==> src/tes_pkg.sv <==
// Shared types and constants for the timeline event scheduler.
`default_nettype none

package tes_pkg;

	localparam int FRAME_BITS = 24;
	localparam int KEY_BITS   = 16;
	localparam int CMD_BITS   = 4;
	localparam int CFG_BITS   = 3;
	localparam int STAT_BITS  = 2;

	// Command codes of an input transaction.
	localparam logic [CMD_BITS-1:0] OP_TICK       = 4'd0;
	localparam logic [CMD_BITS-1:0] OP_PLAY       = 4'd1;
	localparam logic [CMD_BITS-1:0] OP_STOP       = 4'd2;
	localparam logic [CMD_BITS-1:0] OP_PAUSE      = 4'd3;
	localparam logic [CMD_BITS-1:0] OP_RESUME     = 4'd4;
	localparam logic [CMD_BITS-1:0] OP_SET_ACTIVE = 4'd5;
	localparam logic [CMD_BITS-1:0] OP_SEEK       = 4'd6;
	localparam logic [CMD_BITS-1:0] OP_INSERT     = 4'd7;
	localparam logic [CMD_BITS-1:0] OP_REMOVE     = 4'd8;
	localparam logic [CMD_BITS-1:0] OP_CHANGE     = 4'd9;

	// Configuration register indexes.
	localparam logic [CFG_BITS-1:0] CFG_MIN_FRAME      = 3'd0;
	localparam logic [CFG_BITS-1:0] CFG_MAX_FRAME      = 3'd1;
	localparam logic [CFG_BITS-1:0] CFG_USE_COUNTER    = 3'd2;
	localparam logic [CFG_BITS-1:0] CFG_LOOP_ENABLE    = 3'd3;
	localparam logic [CFG_BITS-1:0] CFG_NOTIFY_DISABLE = 3'd4;

	// Result status codes.
	localparam logic [STAT_BITS-1:0] ST_OK        = 2'd0;
	localparam logic [STAT_BITS-1:0] ST_NOT_FOUND = 2'd1;
	localparam logic [STAT_BITS-1:0] ST_FULL      = 2'd2;

	typedef struct packed {
		logic [CMD_BITS-1:0]   command;
		logic [FRAME_BITS-1:0] amount;
		logic [KEY_BITS-1:0]   entry_key;
		logic                  pass_flag;
		logic                  active_flag;
	} item_t;

	typedef struct packed {
		logic                   fired;
		logic [KEY_BITS-1:0]    fired_id;
		logic [FRAME_BITS-1:0]  frame_now;
		logic                   is_playing;
		logic [STAT_BITS-1:0]   status;
		logic                   last;
	} result_t;

	// Commands from the controller to the datapath.
	typedef struct packed {
		logic latch;
		logic apply;
		logic idx_clr;
		logic idx_inc;
		logic idx_dec;
		logic idx_to_last;
		logic pos_set;
		logic rd_en;
		logic rd_next;
		logic wr_down;
		logic wr_up;
		logic wr_put;
		logic cnt_inc;
		logic cnt_dec;
		logic st_notfound;
		logic next_win;
		logic emit;
		logic finish;
	} ctl_cmd_t;

	// Status from the datapath to the controller.
	typedef struct packed {
		logic [CMD_BITS-1:0] op;
		logic scan_go;
		logic full;
		logic at_cnt;
		logic last_idx;
		logic next_ge_cnt;
		logic idx_eq_pos;
		logic win_live;
		logic win2;
		logic t_gt_end;
		logic t_ge_start;
		logic t_le_amt;
		logic id_match;
		logic pend_valid;
		logic out_free;
	} dp_stat_t;

endpackage

`default_nettype wire

==> src/tes_ctrl.sv <==
// Sequencing state machine of the timeline event scheduler.
`default_nettype none

module tes_ctrl import tes_pkg::*; (
	input  wire logic     clk,
	input  wire logic     arst_n,
	input  wire logic     item_valid,
	input  wire dp_stat_t stat,
	output ctl_cmd_t      cmd,
	output logic          idle
);

	typedef enum logic [15:0] {
		S_IDLE    = 16'b0000_0000_0000_0001,
		S_EXEC    = 16'b0000_0000_0000_0010,
		S_WIN     = 16'b0000_0000_0000_0100,
		S_SCAN_RD = 16'b0000_0000_0000_1000,
		S_SCAN_CK = 16'b0000_0000_0001_0000,
		S_WEND    = 16'b0000_0000_0010_0000,
		S_IDF_RD  = 16'b0000_0000_0100_0000,
		S_IDF_CK  = 16'b0000_0000_1000_0000,
		S_SHDN_RD = 16'b0000_0001_0000_0000,
		S_SHDN_WR = 16'b0000_0010_0000_0000,
		S_LOC_RD  = 16'b0000_0100_0000_0000,
		S_LOC_CK  = 16'b0000_1000_0000_0000,
		S_SHUP_RD = 16'b0001_0000_0000_0000,
		S_SHUP_WR = 16'b0010_0000_0000_0000,
		S_PUT     = 16'b0100_0000_0000_0000,
		S_RESP    = 16'b1000_0000_0000_0000
	} state_t;

	state_t state_q, state_d;

	// State register.
	always_ff @(posedge clk or negedge arst_n) begin
		if (!arst_n) begin
			state_q <= S_IDLE;
		end else begin
			state_q <= state_d;
		end
	end

	assign idle = (state_q == S_IDLE);

	// Next state and datapath commands.
	always_comb begin
		state_d = state_q;
		cmd     = '0;
		case (state_q)
			S_IDLE: begin
				if (item_valid) begin
					cmd.latch = 1'b1;
					state_d   = S_EXEC;
				end
			end
			S_EXEC: begin
				cmd.apply   = 1'b1;
				cmd.idx_clr = 1'b1;
				case (stat.op)
					OP_TICK:              state_d = stat.scan_go ? S_WIN : S_RESP;
					OP_INSERT:            state_d = stat.full ? S_RESP : S_LOC_RD;
					OP_REMOVE, OP_CHANGE: state_d = S_IDF_RD;
					default:              state_d = S_RESP;
				endcase
			end
			S_WIN: begin
				if (stat.win_live && !stat.at_cnt) begin
					state_d = S_SCAN_RD;
				end else if (stat.win2) begin
					cmd.next_win = 1'b1;
					cmd.idx_clr  = 1'b1;
				end else begin
					state_d = S_RESP;
				end
			end
			S_SCAN_RD: begin
				cmd.rd_en = 1'b1;
				state_d   = S_SCAN_CK;
			end
			S_SCAN_CK: begin
				if (stat.t_gt_end) begin
					state_d = S_WEND;
				end else if (!stat.t_ge_start || !stat.pend_valid || stat.out_free) begin
					// A hit waits here only while an earlier hit cannot leave.
					cmd.emit    = stat.t_ge_start;
					cmd.idx_inc = 1'b1;
					state_d     = stat.last_idx ? S_WEND : S_SCAN_RD;
				end
			end
			S_WEND: begin
				if (stat.win2) begin
					cmd.next_win = 1'b1;
					cmd.idx_clr  = 1'b1;
					state_d      = S_WIN;
				end else begin
					state_d = S_RESP;
				end
			end
			S_IDF_RD: begin
				if (stat.at_cnt) begin
					cmd.st_notfound = 1'b1;
					state_d         = S_RESP;
				end else begin
					cmd.rd_en = 1'b1;
					state_d   = S_IDF_CK;
				end
			end
			S_IDF_CK: begin
				if (stat.id_match) begin
					state_d = S_SHDN_RD;
				end else begin
					cmd.idx_inc = 1'b1;
					state_d     = S_IDF_RD;
				end
			end
			S_SHDN_RD: begin
				if (stat.next_ge_cnt) begin
					cmd.cnt_dec = 1'b1;
					if (stat.op == OP_CHANGE) begin
						cmd.idx_clr = 1'b1;
						state_d     = S_LOC_RD;
					end else begin
						state_d = S_RESP;
					end
				end else begin
					cmd.rd_en   = 1'b1;
					cmd.rd_next = 1'b1;
					state_d     = S_SHDN_WR;
				end
			end
			S_SHDN_WR: begin
				cmd.wr_down = 1'b1;
				cmd.idx_inc = 1'b1;
				state_d     = S_SHDN_RD;
			end
			S_LOC_RD: begin
				if (stat.at_cnt) begin
					cmd.pos_set = 1'b1;
					state_d     = S_PUT;
				end else begin
					cmd.rd_en = 1'b1;
					state_d   = S_LOC_CK;
				end
			end
			S_LOC_CK: begin
				if (stat.t_le_amt) begin
					cmd.idx_inc = 1'b1;
					state_d     = S_LOC_RD;
				end else begin
					cmd.pos_set     = 1'b1;
					cmd.idx_to_last = 1'b1;
					state_d         = S_SHUP_RD;
				end
			end
			S_SHUP_RD: begin
				cmd.rd_en = 1'b1;
				state_d   = S_SHUP_WR;
			end
			S_SHUP_WR: begin
				cmd.wr_up = 1'b1;
				if (stat.idx_eq_pos) begin
					state_d = S_PUT;
				end else begin
					cmd.idx_dec = 1'b1;
					state_d     = S_SHUP_RD;
				end
			end
			S_PUT: begin
				cmd.wr_put  = 1'b1;
				cmd.cnt_inc = 1'b1;
				state_d     = S_RESP;
			end
			S_RESP: begin
				if (stat.out_free) begin
					cmd.finish = 1'b1;
					state_d    = S_IDLE;
				end
			end
			default: begin
				state_d = S_IDLE;
			end
		endcase
	end

endmodule

`default_nettype wire

==> src/tes_datapath.sv <==
// Frame registers, notify table memory and result register of the scheduler.
`default_nettype none

module tes_datapath import tes_pkg::*; #(
	parameter int TABLE_DEPTH = 16
) (
	input  wire logic                  clk,
	input  wire logic                  arst_n,
	input  wire logic                  cfg_we,
	input  wire logic [CFG_BITS-1:0]   cfg_index,
	input  wire logic [FRAME_BITS-1:0] cfg_data,
	input  wire item_t                 item,
	input  wire ctl_cmd_t              cmd,
	input  wire logic                  result_stall,
	output dp_stat_t                   stat,
	output logic                       result_valid,
	output result_t                    result
);

	localparam int AW = (TABLE_DEPTH > 1) ? $clog2(TABLE_DEPTH) : 1;
	localparam int CW = $clog2(TABLE_DEPTH + 1);

	logic [FRAME_BITS-1:0] min_frame_q, max_frame_q, cur_q, prev_q;
	logic                  use_counter_q, loop_enable_q, notify_disable_q;
	logic                  playing_q, active_q;
	logic [CW-1:0]         count_q, idx_q, pos_q;
	item_t                 item_q;
	logic [FRAME_BITS-1:0] ws_q, we_q, we2_q;
	logic                  win2_q;
	logic [STAT_BITS-1:0]  status_q;
	logic                  pend_valid_q;
	logic [KEY_BITS-1:0]   pend_id_q;
	logic [FRAME_BITS-1:0] rd_time_q;
	logic [KEY_BITS-1:0]   rd_id_q;
	logic                  result_valid_q;
	result_t               result_q;

	logic [FRAME_BITS-1:0] mem_time [TABLE_DEPTH];
	logic [KEY_BITS-1:0]   mem_id   [TABLE_DEPTH];

	logic [FRAME_BITS:0]   sum;
	logic [FRAME_BITS-1:0] sat, adv, cur1, seek_frame, cfg_min, cfg_max, clamped;
	logic                  counting, tick_ok, full, out_free, push;
	logic [CW-1:0]         idx_p1;
	logic [AW-1:0]         rd_addr, wr_addr;
	logic                  mem_we;
	logic [FRAME_BITS-1:0] wr_time;
	logic [KEY_BITS-1:0]   wr_id;
	result_t               push_val;

	// Tick arithmetic: saturating advance, floored at the start frame.
	always_comb begin
		sum        = {1'b0, cur_q} + {1'b0, item_q.amount};
		sat        = sum[FRAME_BITS] ? '1 : sum[FRAME_BITS-1:0];
		adv        = (sat < min_frame_q) ? min_frame_q : sat;
		counting   = playing_q && use_counter_q;
		cur1       = counting ? adv : cur_q;
		tick_ok    = (max_frame_q >= min_frame_q) && active_q;
		seek_frame = (item_q.amount < min_frame_q) ? min_frame_q : item_q.amount;
	end

	// A write to either bound pulls the current frame into the new range.
	always_comb begin
		cfg_min = (cfg_index == CFG_MIN_FRAME) ? cfg_data : min_frame_q;
		cfg_max = (cfg_index == CFG_MAX_FRAME) ? cfg_data : max_frame_q;
		if (cur_q < cfg_min) begin
			clamped = cfg_min;
		end else if (cur_q > cfg_max) begin
			clamped = cfg_max;
		end else begin
			clamped = cur_q;
		end
	end

	// Configuration, frame state and scan windows.
	always_ff @(posedge clk or negedge arst_n) begin
		if (!arst_n) begin
			min_frame_q      <= '0;
			max_frame_q      <= '0;
			use_counter_q    <= 1'b1;
			loop_enable_q    <= 1'b0;
			notify_disable_q <= 1'b0;
			cur_q            <= '0;
			prev_q           <= '0;
			playing_q        <= 1'b0;
			active_q         <= 1'b1;
			ws_q             <= '0;
			we_q             <= '0;
			we2_q            <= '0;
			win2_q           <= 1'b0;
			status_q         <= ST_OK;
		end else if (cfg_we) begin
			case (cfg_index)
				CFG_MIN_FRAME: begin
					min_frame_q <= cfg_data;
					cur_q       <= clamped;
				end
				CFG_MAX_FRAME: begin
					max_frame_q <= cfg_data;
					cur_q       <= clamped;
				end
				CFG_USE_COUNTER:    use_counter_q    <= cfg_data[0];
				CFG_LOOP_ENABLE:    loop_enable_q    <= cfg_data[0];
				CFG_NOTIFY_DISABLE: notify_disable_q <= cfg_data[0];
				default: begin
				end
			endcase
		end else if (cmd.apply) begin
			status_q <= (item_q.command == OP_INSERT && full) ? ST_FULL : ST_OK;
			case (item_q.command)
				OP_TICK: begin
					if (tick_ok) begin
						ws_q  <= prev_q;
						we2_q <= cur1;
						if (prev_q > cur1) begin
							we_q   <= max_frame_q;
							win2_q <= 1'b1;
						end else begin
							we_q   <= cur1;
							win2_q <= 1'b0;
						end
						prev_q <= cur1;
						if (counting && cur1 >= max_frame_q) begin
							if (loop_enable_q) begin
								cur_q <= cur1 - (max_frame_q - min_frame_q);
							end else begin
								cur_q     <= max_frame_q;
								prev_q    <= max_frame_q;
								playing_q <= 1'b0;
							end
						end else begin
							cur_q <= cur1;
						end
					end
				end
				OP_PLAY, OP_STOP: begin
					playing_q <= (item_q.command == OP_PLAY);
					cur_q     <= min_frame_q;
					prev_q    <= min_frame_q;
				end
				OP_PAUSE:      playing_q <= 1'b0;
				OP_RESUME:     playing_q <= 1'b1;
				OP_SET_ACTIVE: active_q  <= item_q.active_flag;
				OP_SEEK: begin
					cur_q <= seek_frame;
					if (item_q.pass_flag || !active_q) begin
						prev_q <= seek_frame;
					end
				end
				default: begin
				end
			endcase
		end else begin
			if (cmd.next_win) begin
				ws_q   <= min_frame_q;
				we_q   <= we2_q;
				win2_q <= 1'b0;
			end
			if (cmd.st_notfound) begin
				status_q <= ST_NOT_FOUND;
			end
		end
	end

	// Input transaction capture.
	always_ff @(posedge clk) begin
		if (cmd.latch) begin
			item_q <= item;
		end
	end

	// Table index, insert position and fill count.
	always_ff @(posedge clk or negedge arst_n) begin
		if (!arst_n) begin
			count_q <= '0;
			idx_q   <= '0;
			pos_q   <= '0;
		end else begin
			if (cmd.idx_clr) begin
				idx_q <= '0;
			end else if (cmd.idx_inc) begin
				idx_q <= idx_p1;
			end else if (cmd.idx_dec) begin
				idx_q <= idx_q - CW'(1);
			end else if (cmd.idx_to_last) begin
				idx_q <= count_q - CW'(1);
			end
			if (cmd.pos_set) begin
				pos_q <= idx_q;
			end
			if (cmd.cnt_inc) begin
				count_q <= count_q + CW'(1);
			end else if (cmd.cnt_dec) begin
				count_q <= count_q - CW'(1);
			end
		end
	end

	assign idx_p1 = idx_q + CW'(1);
	assign full   = (count_q == CW'(TABLE_DEPTH));

	// Table memory: one write and one registered read per cycle.
	always_comb begin
		rd_addr = cmd.rd_next ? idx_p1[AW-1:0] : idx_q[AW-1:0];
		mem_we  = cmd.wr_down || cmd.wr_up || cmd.wr_put;
		if (cmd.wr_put) begin
			wr_addr = pos_q[AW-1:0];
			wr_time = item_q.amount;
			wr_id   = item_q.entry_key;
		end else if (cmd.wr_up) begin
			wr_addr = idx_p1[AW-1:0];
			wr_time = rd_time_q;
			wr_id   = rd_id_q;
		end else begin
			wr_addr = idx_q[AW-1:0];
			wr_time = rd_time_q;
			wr_id   = rd_id_q;
		end
	end

	always_ff @(posedge clk) begin
		if (mem_we) begin
			mem_time[wr_addr] <= wr_time;
			mem_id[wr_addr]   <= wr_id;
		end
		if (cmd.rd_en) begin
			rd_time_q <= mem_time[rd_addr];
			rd_id_q   <= mem_id[rd_addr];
		end
	end

	// One hit is held back so that the final transaction can carry last.
	always_ff @(posedge clk or negedge arst_n) begin
		if (!arst_n) begin
			pend_valid_q <= 1'b0;
		end else if (cmd.finish) begin
			pend_valid_q <= 1'b0;
		end else if (cmd.emit) begin
			pend_valid_q <= 1'b1;
		end
	end

	always_ff @(posedge clk) begin
		if (cmd.emit) begin
			pend_id_q <= rd_id_q;
		end
	end

	// Output register.
	assign out_free = !result_valid_q || !result_stall;
	assign push     = cmd.finish || (cmd.emit && pend_valid_q);

	always_comb begin
		push_val.fired      = pend_valid_q;
		push_val.fired_id   = pend_valid_q ? pend_id_q : '0;
		push_val.frame_now  = cur_q;
		push_val.is_playing = playing_q;
		push_val.status     = status_q;
		push_val.last       = cmd.finish;
	end

	always_ff @(posedge clk or negedge arst_n) begin
		if (!arst_n) begin
			result_valid_q <= 1'b0;
		end else if (push) begin
			result_valid_q <= 1'b1;
		end else if (!result_stall) begin
			result_valid_q <= 1'b0;
		end
	end

	always_ff @(posedge clk) begin
		if (push) begin
			result_q <= push_val;
		end
	end

	assign result_valid = result_valid_q;
	assign result       = result_q;

	// Status toward the controller.
	always_comb begin
		stat.op          = item_q.command;
		stat.scan_go     = tick_ok && (cur1 != prev_q);
		stat.full        = full;
		stat.at_cnt      = (idx_q == count_q);
		stat.last_idx    = (idx_p1 == count_q);
		stat.next_ge_cnt = (idx_p1 >= count_q);
		stat.idx_eq_pos  = (idx_q == pos_q);
		stat.win_live    = (ws_q < we_q) && !notify_disable_q;
		stat.win2        = win2_q;
		stat.t_gt_end    = (rd_time_q > we_q);
		stat.t_ge_start  = (rd_time_q >= ws_q);
		stat.t_le_amt    = (rd_time_q <= item_q.amount);
		stat.id_match    = (rd_id_q == item_q.entry_key);
		stat.pend_valid  = pend_valid_q;
		stat.out_free    = out_free;
	end

endmodule

`default_nettype wire

==> src/timeline_event_scheduler.sv <==
// Top level of the timeline event scheduler: controller plus datapath.
//
//   channel   | handshake                   | payload
//   item      | item_valid / item_stall     | item (item_t)
//   result    | result_valid / result_stall | result (result_t)
//   config    | cfg_we                      | cfg_index, cfg_data
//
// One command at a time. A simple command runs through the latch, apply and
// response states, and the next command is taken only once the block is idle
// again. Table work visits one entry at a time through the single memory read
// port, with a read state and a check or write state for each entry visited.
// Reset needs no clearing pass.
// A stalled result holds the sequencer only when a further result is due.
`default_nettype none

module timeline_event_scheduler import tes_pkg::*; #(
	parameter int TABLE_DEPTH = 16
) (
	input  wire logic                  clk,
	input  wire logic                  arst_n,
	input  wire logic                  item_valid,
	output logic                       item_stall,
	input  wire item_t                 item,
	output logic                       result_valid,
	input  wire logic                  result_stall,
	output result_t                    result,
	input  wire logic                  cfg_we,
	input  wire logic [CFG_BITS-1:0]   cfg_index,
	input  wire logic [FRAME_BITS-1:0] cfg_data
);

	ctl_cmd_t cmd;
	dp_stat_t stat;
	logic     idle;

	tes_ctrl u_ctrl (
		.clk        (clk),
		.arst_n     (arst_n),
		.item_valid (item_valid),
		.stat       (stat),
		.cmd        (cmd),
		.idle       (idle)
	);

	tes_datapath #(
		.TABLE_DEPTH (TABLE_DEPTH)
	) u_datapath (
		.clk          (clk),
		.arst_n       (arst_n),
		.cfg_we       (cfg_we),
		.cfg_index    (cfg_index),
		.cfg_data     (cfg_data),
		.item         (item),
		.cmd          (cmd),
		.result_stall (result_stall),
		.stat         (stat),
		.result_valid (result_valid),
		.result       (result)
	);

	assign item_stall = !idle;

`ifndef SYNTH
	// A taken transaction keeps the block busy in the next cycle.
	a_busy_after_accept: assert property (@(posedge clk) disable iff (!arst_n)
		item_valid && !item_stall |=> item_stall)
		else $error("block not busy after accepting a transaction");

	// A result without a hit is always the only result of its command.
	a_nohit_is_last: assert property (@(posedge clk) disable iff (!arst_n)
		result_valid && !result.fired |-> result.last)
		else $error("result without a hit is not marked last");

	// Error status only comes with table commands, never with a hit.
	a_status_nohit: assert property (@(posedge clk) disable iff (!arst_n)
		result_valid && (result.status != ST_OK) |-> !result.fired && result.last)
		else $error("error status on a hit result");
`endif

endmodule

`default_nettype wire
==> config.mk <==
export PLATFORM = sky130hd
export DESIGN_NAME = timeline_event_scheduler
export DESIGN_NICKNAME = d
export VERILOG_FILES = /design/src/tes_pkg.sv /design/src/tes_ctrl.sv /design/src/tes_datapath.sv /design/src/timeline_event_scheduler.sv
export SDC_FILE = /design/constraint.sdc
export NUM_CORES = 2
export LEC_CHECK = 0
export BUFFER_PORTS_ARGS = -buffer_cell sky130_fd_sc_hd__buf_2
export CAP_MARGIN = 25
export CORE_UTILIZATION = 43
export CTS_CLUSTER_SIZE = 30
export DETAILED_ROUTE_END_ITERATION = 12
export PLACE_DENSITY = 0.69
export SLEW_MARGIN = 25
export SYNTH_ARGS = -nofsm -noshare
export SYNTH_HDL_FRONTEND = slang
export SYNTH_SLANG_ARGS = --single-unit
==> constraint.sdc <==
create_clock -name clk -period 15.41 [get_ports clk]
set_input_delay 1.541 -clock clk [delete_from_list [all_inputs] [get_ports clk]]
set_output_delay 1.541 -clock clk [all_outputs]
set_load 0.03 [all_outputs]
# Yosys cells after proc, flatten, opt, wreduce, memory -nomap -nowiden
# Memory sizes are Yosys's and may differ from the RTL's. A register that Yosys moved wholly into a read port is not among the register bits.
# Index checks and enable logic that the tools add are counted.
dict set report totals {
  ff_bits 316
  ram_bits 640
  out_inout_bits 47
  memories 2
}
dict set report op_classes {
  addsub 7
  n_lt_le_gt_ge 12
  eq_ne 49
  muxes 112
  bitwise 1
  n_reduce_logical 50
}
# name words word_bits rd rd_ports_with_merged_regs write_ports line_no
set memory_table {}
lappend memory_table {u_datapath.mem_time 16 24 1 1 1 tes_datapath.sv:38} ;# logic [FRAME_BITS-1:0] mem_time [TABLE_DEPTH];
lappend memory_table {u_datapath.mem_id 16 16 1 1 1 tes_datapath.sv:39} ;# logic [KEY_BITS-1:0] mem_id [TABLE_DEPTH];
# operator n
set ops {}
lappend ops {{$mux W24} 28}
lappend ops {{$pmux W16 S16} 1}
lappend ops {{$mux W16} 13}
lappend ops {{$pmux W24 S3} 2}
lappend ops {{$lt A24 B24 Y1} 4}
lappend ops {{$ge A24 B24 Y1} 3}
lappend ops {{$gt A24 B24 Y1} 3}
lappend ops {{$pmux W16 S3} 1}
lappend ops {{$sub A24 B24 Y24} 2}
lappend ops {{$mux W1} 41}
lappend ops {{$mux W15} 2}
lappend ops {{$mux W5} 6}
lappend ops {{$add A24 B24 Y25} 1}
lappend ops {{$le A24 B24 Y1} 1}
lappend ops {{$ne A24 B24 Y1} 1}
lappend ops {{$eq A16 B1 Y1 const B} 1}
lappend ops {{$eq A16 B10 Y1 const B} 1}
lappend ops {{$eq A16 B11 Y1 const B} 1}
lappend ops {{$eq A16 B12 Y1 const B} 1}
lappend ops {{$eq A16 B13 Y1 const B} 1}
lappend ops {{$eq A16 B14 Y1 const B} 1}
lappend ops {{$eq A16 B15 Y1 const B} 1}
lappend ops {{$eq A16 B16 Y1} 1}
lappend ops {{$eq A16 B16 Y1 const B} 1}
lappend ops {{other kinds (48)} 113}

# Logic depth before layout (Yosys ltp)
dict set report depth {
  word_depth 12
  mapped_depth 35
  depth_no_buf 31
}

# Cells and area by module
# Synthesis repeated with hierarchy kept, for this count alone.
dict set report unflattened {
  hier_cells 3773
  hier_area_um2 50627.3
}
# module instances cells_per_inst area_each_um2
set modules_own_cells {}
lappend modules_own_cells {tes_datapath 1 3609 49363.6}
lappend modules_own_cells {tes_ctrl 1 163 1260.0}
lappend modules_own_cells {timeline_event_scheduler 1 1 3.8}

# Least setup slack after synthesis
# No wires, ideal clock.
dict set report synth_timing {
  path_kind {register to register}
  startpoint {register u_datapath.item_q[18] in the netlist's numbering}
  endpoint {register u_datapath.cur_q[15]}
  setup_time_ns 0.121
  arrival_time_ns 7.516
  required_ns 15.289
  setup_slack_ns 7.773
  stages_incl_launch_ff 33
  n_path_buf 4
  period_less_slack_ns 7.637
  path_cell_list {edfxtp_1 ha_1 fa_1 nand3_1 a211oi_1 o21ai_1 a21oi_1 a21boi_2 clkbuf_1 o2111ai_1 ha_1 nand4_1 or3_1 nor4_1 o21ai_0 nand4_1 or2_1 buf_4 buf_6 buf_4 mux2i_1 o21ai_1 fa_1 ha_1 a2111o_1 o22ai_1 o21ai_0 a31oi_1 xnor2_1 mux2i_1 a21oi_1 a211o_1 a22o_1}
}
dict set report synth_between {
  elab_chain_cells 12
  word_cells_on_any_way 16
}
# item line_no
set synth_rtl {}
lappend synth_rtl {{start, declared} tes_datapath.sv:27} ;# item_t item_q;
lappend synth_rtl {{start signal, assigned} tes_datapath.sv:168} ;# item_q <= item;
lappend synth_rtl {{$add A24 B24 Y25 (*)} tes_datapath.sv:53} ;# sum = {1'b0, cur_q} + {1'b0, item_q.amount};
lappend synth_rtl {{$mux W24 (*)} tes_datapath.sv:54} ;# sat = sum[FRAME_BITS] ? '1 : sum[FRAME_BITS-1:0];
lappend synth_rtl {{$lt A24 B24 Y1} tes_datapath.sv:55} ;# adv = (sat < min_frame_q) ? min_frame_q : sat;
lappend synth_rtl {{$mux W24 (*)} tes_datapath.sv:55}
lappend synth_rtl {{$mux W24 (*)} tes_datapath.sv:57} ;# cur1 = counting ? adv : cur_q;
lappend synth_rtl {{via u_datapath.cur1[6]} tes_datapath.sv:42} ;# logic [FRAME_BITS-1:0] sat, adv, cur1, seek_frame, cfg_min, cfg_max, clamped;
lappend synth_rtl {{$sub A24 B24 Y24 / $ge A24 B24 Y1 (equally long branches)} {tes_datapath.sv:125, tes_datapath.sv:123}}
lappend synth_rtl {{$mux W24 / $logic_and A1 B1 Y1 (equally long branches)} {tes_datapath.sv:124, tes_datapath.sv:123}}
lappend synth_rtl {{$mux W24 (*)} tes_datapath.sv:123} ;# if (counting && cur1 >= max_frame_q) begin
lappend synth_rtl {{$mux W24 (*)} tes_datapath.sv:112} ;# if (tick_ok) begin
lappend synth_rtl {{$pmux W24 S3 (*)} tes_datapath.sv:110} ;# case (item_q.command)
lappend synth_rtl {{$mux W24 (*)} tes_datapath.sv:108} ;# end else if (cmd.apply) begin
lappend synth_rtl {{$mux W24 (*)} tes_datapath.sv:92} ;# end else if (cfg_we) begin
lappend synth_rtl {{end signal, assigned} tes_datapath.sv:96} ;# cur_q <= clamped;
lappend synth_rtl {{end signal, assigned} tes_datapath.sv:100} ;# cur_q <= clamped;
lappend synth_rtl {{end signal, assigned} tes_datapath.sv:125} ;# cur_q <= cur1 - (max_frame_q - min_frame_q);
lappend synth_rtl {{end, declared} tes_datapath.sv:23} ;# logic [FRAME_BITS-1:0] min_frame_q, max_frame_q, cur_q, prev_q;
# Mark *: on every way through the listed nets, which the timed path passes. The rest lies on a longest branch. The select of a mux whose other input is x is not followed.
# A chain may end at the register's enable or synchronous reset.

# Final worst setup path
# Same ends and word-level chain as after synthesis.

==> flow_metrics.tcl <==
set metrics [dict create \
    outcome "finished clean" \
    groute.usage.overall_pct 24.98 \
    cts.sinks 996 \
    p_seq_share_pct 33.5 \
    crit_top_cell "o21ai_0" \
    p_leak_nw 21.69 \
    synthesis.nets 4244 \
    hold_viol 0 \
    grt_overflow 0 \
    synth-seq-area-share_pct 57.11 \
    ys_ff_latch 996 \
    cap_violations 0 \
    dp_hpwl_mm 98.94 \
    syn_area_um2 50550 \
    ant_nets 0 \
    synth_top_area_share_pct 46.75 \
    p_per_area_nw_per_um2 175.1 \
    worst_slack_ps 5537 \
    syn_inst 3825 \
    cts-root-buf "clkbuf_16" \
    cts_tree "yes" \
    drt-initial-drc-count 4024 \
    crit_slowest_cell "o21ai_0" \
    async_reset_ff_share_pct 20.98 \
    cts.htree.levels 3 \
    max_slew.worst_pin.slew_ps 1112 \
    drive_above_1_share_pct 16.37 \
    fmaxAchievable_mhz 101.3 \
    place.gp.congestion 0.9545 \
    critPathKind "reg2reg" \
    postCtsSetupRepairBufs 0 \
    cts_hold_buf 0 \
    worstPathRequired_ps 15960 \
    io_buffers 124 \
    crit_buf_inv 2 \
    cp_max_fo 27 \
    setup_viol 0 \
    yosysTopAreaCell "edfxtp_1" \
    p_clk_share_pct 24.7 \
    hold_path.class "reg2reg" \
    drt-total-wl_mm 148.4 \
    synth_edf_count 787 \
    pre_cts_ws_ps 5738 \
    cp_slowest_stage_delay_ps 820 \
    num_rows 125 \
    ir_drop_v 0.0001073 \
    path_delay_family "compound AO/OA/AOI/OAI gates" \
    die_w_um 344.9 \
    yosys-top-cells-area "edfxtp_1 47%, dfrtp_1 10%, mux4_2 8.9%" \
    grt_pass1_vias 33470 \
    cts_buffers 100 \
    wl_per_cell_um 26.55 \
    firstDrtPassIters 8 \
    layout_commonest_cell "edfxtp_1" \
    coreArea_um2 116400 \
    grt_first_pass_wirelength_mm 219.2 \
    grt_max_degree 161 \
    num_vias 34050 \
    timing.final.crit_period_ps 9873 \
    vias_per_cell 6.090 \
    rsz0062_at_grt "no" \
    layout.nets 4398 \
    slew_viol_final 0 \
    syn-mean-instance-area_um2 13.21 \
    route.detailed.drc 0 \
    post_cts_resized 0 \
    synth-main-ff-cell "edfxtp_1" \
    fin_tns_setup_ps 0 \
    skew_ps 58.59 \
    critPathLaunchType "flop" \
    internal_power_mw 6.193 \
    finalPower_mw 9.915 \
    clkTransAtPathRegs_ps 70 \
    start_util_pct 43.44 \
    dieArea_um2 118900 \
    relSlewSlack_pct 25.86 \
    fp.dieH_um 344.9 \
    final_cell_mix "787 x edfxtp_1, 317 x ha_1, 306 x nor2_1" \
    instances_no_fill 5592 \
    finalCritPeriodShare_pct 64.07 \
    ys_types 90 \
    dp_cells 5399 \
    clk_latency_ps 720 \
    io_pins 125 \
    p_comb_share_pct 41.8 \
    critPathCaptureType "flop" \
    synthToLayoutAreaGrowth_pct 12.05 \
    clock_path_buffers 3 \
    sw_frac_of_total_pct 37.54 \
    critPathArrivalTime_ps 10430 \
    yosys_warnings 0 \
    antenna_found_initial 10 \
    switchingPower_mw 3.722 \
]
[cell usage after synthesis, types with 34 or more instances]
master / n
mux2_2: 36
xnor2_1: 36
inv_1: 182
o21ai_0: 221
a31oi_1: 34
nor2_1: 323
a21oi_1: 291
nor3_1: 35
dfrtp_1: 206
edfxtp_1: 787
nand3_1: 63
clkbuf_1: 105
ha_1: 317
xor2_1: 38
nand4_1: 41
nand2_1: 260
a21o_1: 68
mux4_2: 200
mux2i_1: 53
[power groups by stage]
stage,registers (mW),logic [mW],clock network (mW)
finish,3.33,4.14,2.45
floorplan,3.24,3.06,0
global placement,3.36,4.04,0
global route,3.33,4.51,2.58
detailed placement,3.36,4.06,0
CTS,3.31,4.09,2.47
[per-stage QoR]
step | hold WS (ps) | util (%) | instance area, µm²
floorplan | 425.3 | - | 50550
CTS | 477.1 | 48.62 | 56580
global route | 504.1 | 48.67 | 56630
global placement | 450.8 | 45.80 | 53290
detailed placement | 451.8 | 45.80 | 53300
finish | 483.8 | 48.67 | 56630
[flip-flops by register name, indices dropped and copies added, names as in the netlist, 24 cells and up]
signal / count
u_datapath.mem_time: 384
u_datapath.mem_id: 256
u_datapath.result: 45
u_datapath.item_q: 42
u_datapath.cur_q: 24
u_datapath.max_frame_q: 24
u_datapath.min_frame_q: 24
u_datapath.prev_q: 24
u_datapath.rd_time_q: 24
u_datapath.we2_q: 24
u_datapath.we_q: 24
u_datapath.ws_q: 24
[worst register-to-register path, delay by kind of cell, from the launching register on]
family / cells / cell delay (ps)
AO/OA/AOI/OAI: 14 / 4210
XOR/XNOR: 1 / 170
adder cells (fa/ha/maj): 5 / 2030
buffers and inverters: 2 / 640
flip-flops: 1 / 520
multiplexers: 2 / 240
AND/OR/NAND/NOR: 7 / 1940
[kinds of logic after synthesis]
kind of cell    count (synthesis)  share of synthesized area, %
xor+xnor                       75                         1.314
flops                         996                         57.11
simple gates                  897                         8.293
buf+inv                       342                         2.738
mux                           289                         10.76
fa+ha+maj                     341                         8.797
compound gates                885                         10.99
[path summary, 6_finish.rpt]
kind / start / endpoint / slack, ps / cells after the start
setup reg to reg: u_datapath.item_q[18] / u_datapath.cur_q[15] / 5540 / 31
min in group asynchronous: arst_n / u_datapath.min_frame_q[22] / 830 / 1
setup / recovery: u_datapath.item_q[18] / u_datapath.cur_q[15] / 5540 / 31
max in group asynchronous: arst_n / u_datapath.we2_q[9] / 13080 / 2
hold / removal: u_datapath.we2_q[3] / u_datapath.we2_q[3] / 480 / 2
hold reg to reg: u_datapath.we2_q[3] / u_datapath.we2_q[3] / 480 / 2
[layout make-up]
type / instances / area, µm²
multi-input combinational: 2487 / 20550
timing repair buffer: 211 / 1333
clock buffer: 136 / 2750
tap: 1524 / 1907
antenna: 5 / 12.51
fill: 9926 / 59730
clock inverter: 50 / 529.3
inverter: 183 / 686.9
sequential: 996 / 28870
[metal layers]
layer	routed length [µm]	global-route usage, %
met5	0	0
met4	5636	9.728
met3	11330	3.688
met2	69490	39.81
met1	61990	34.54
Power figures use the tool's default switching activity.
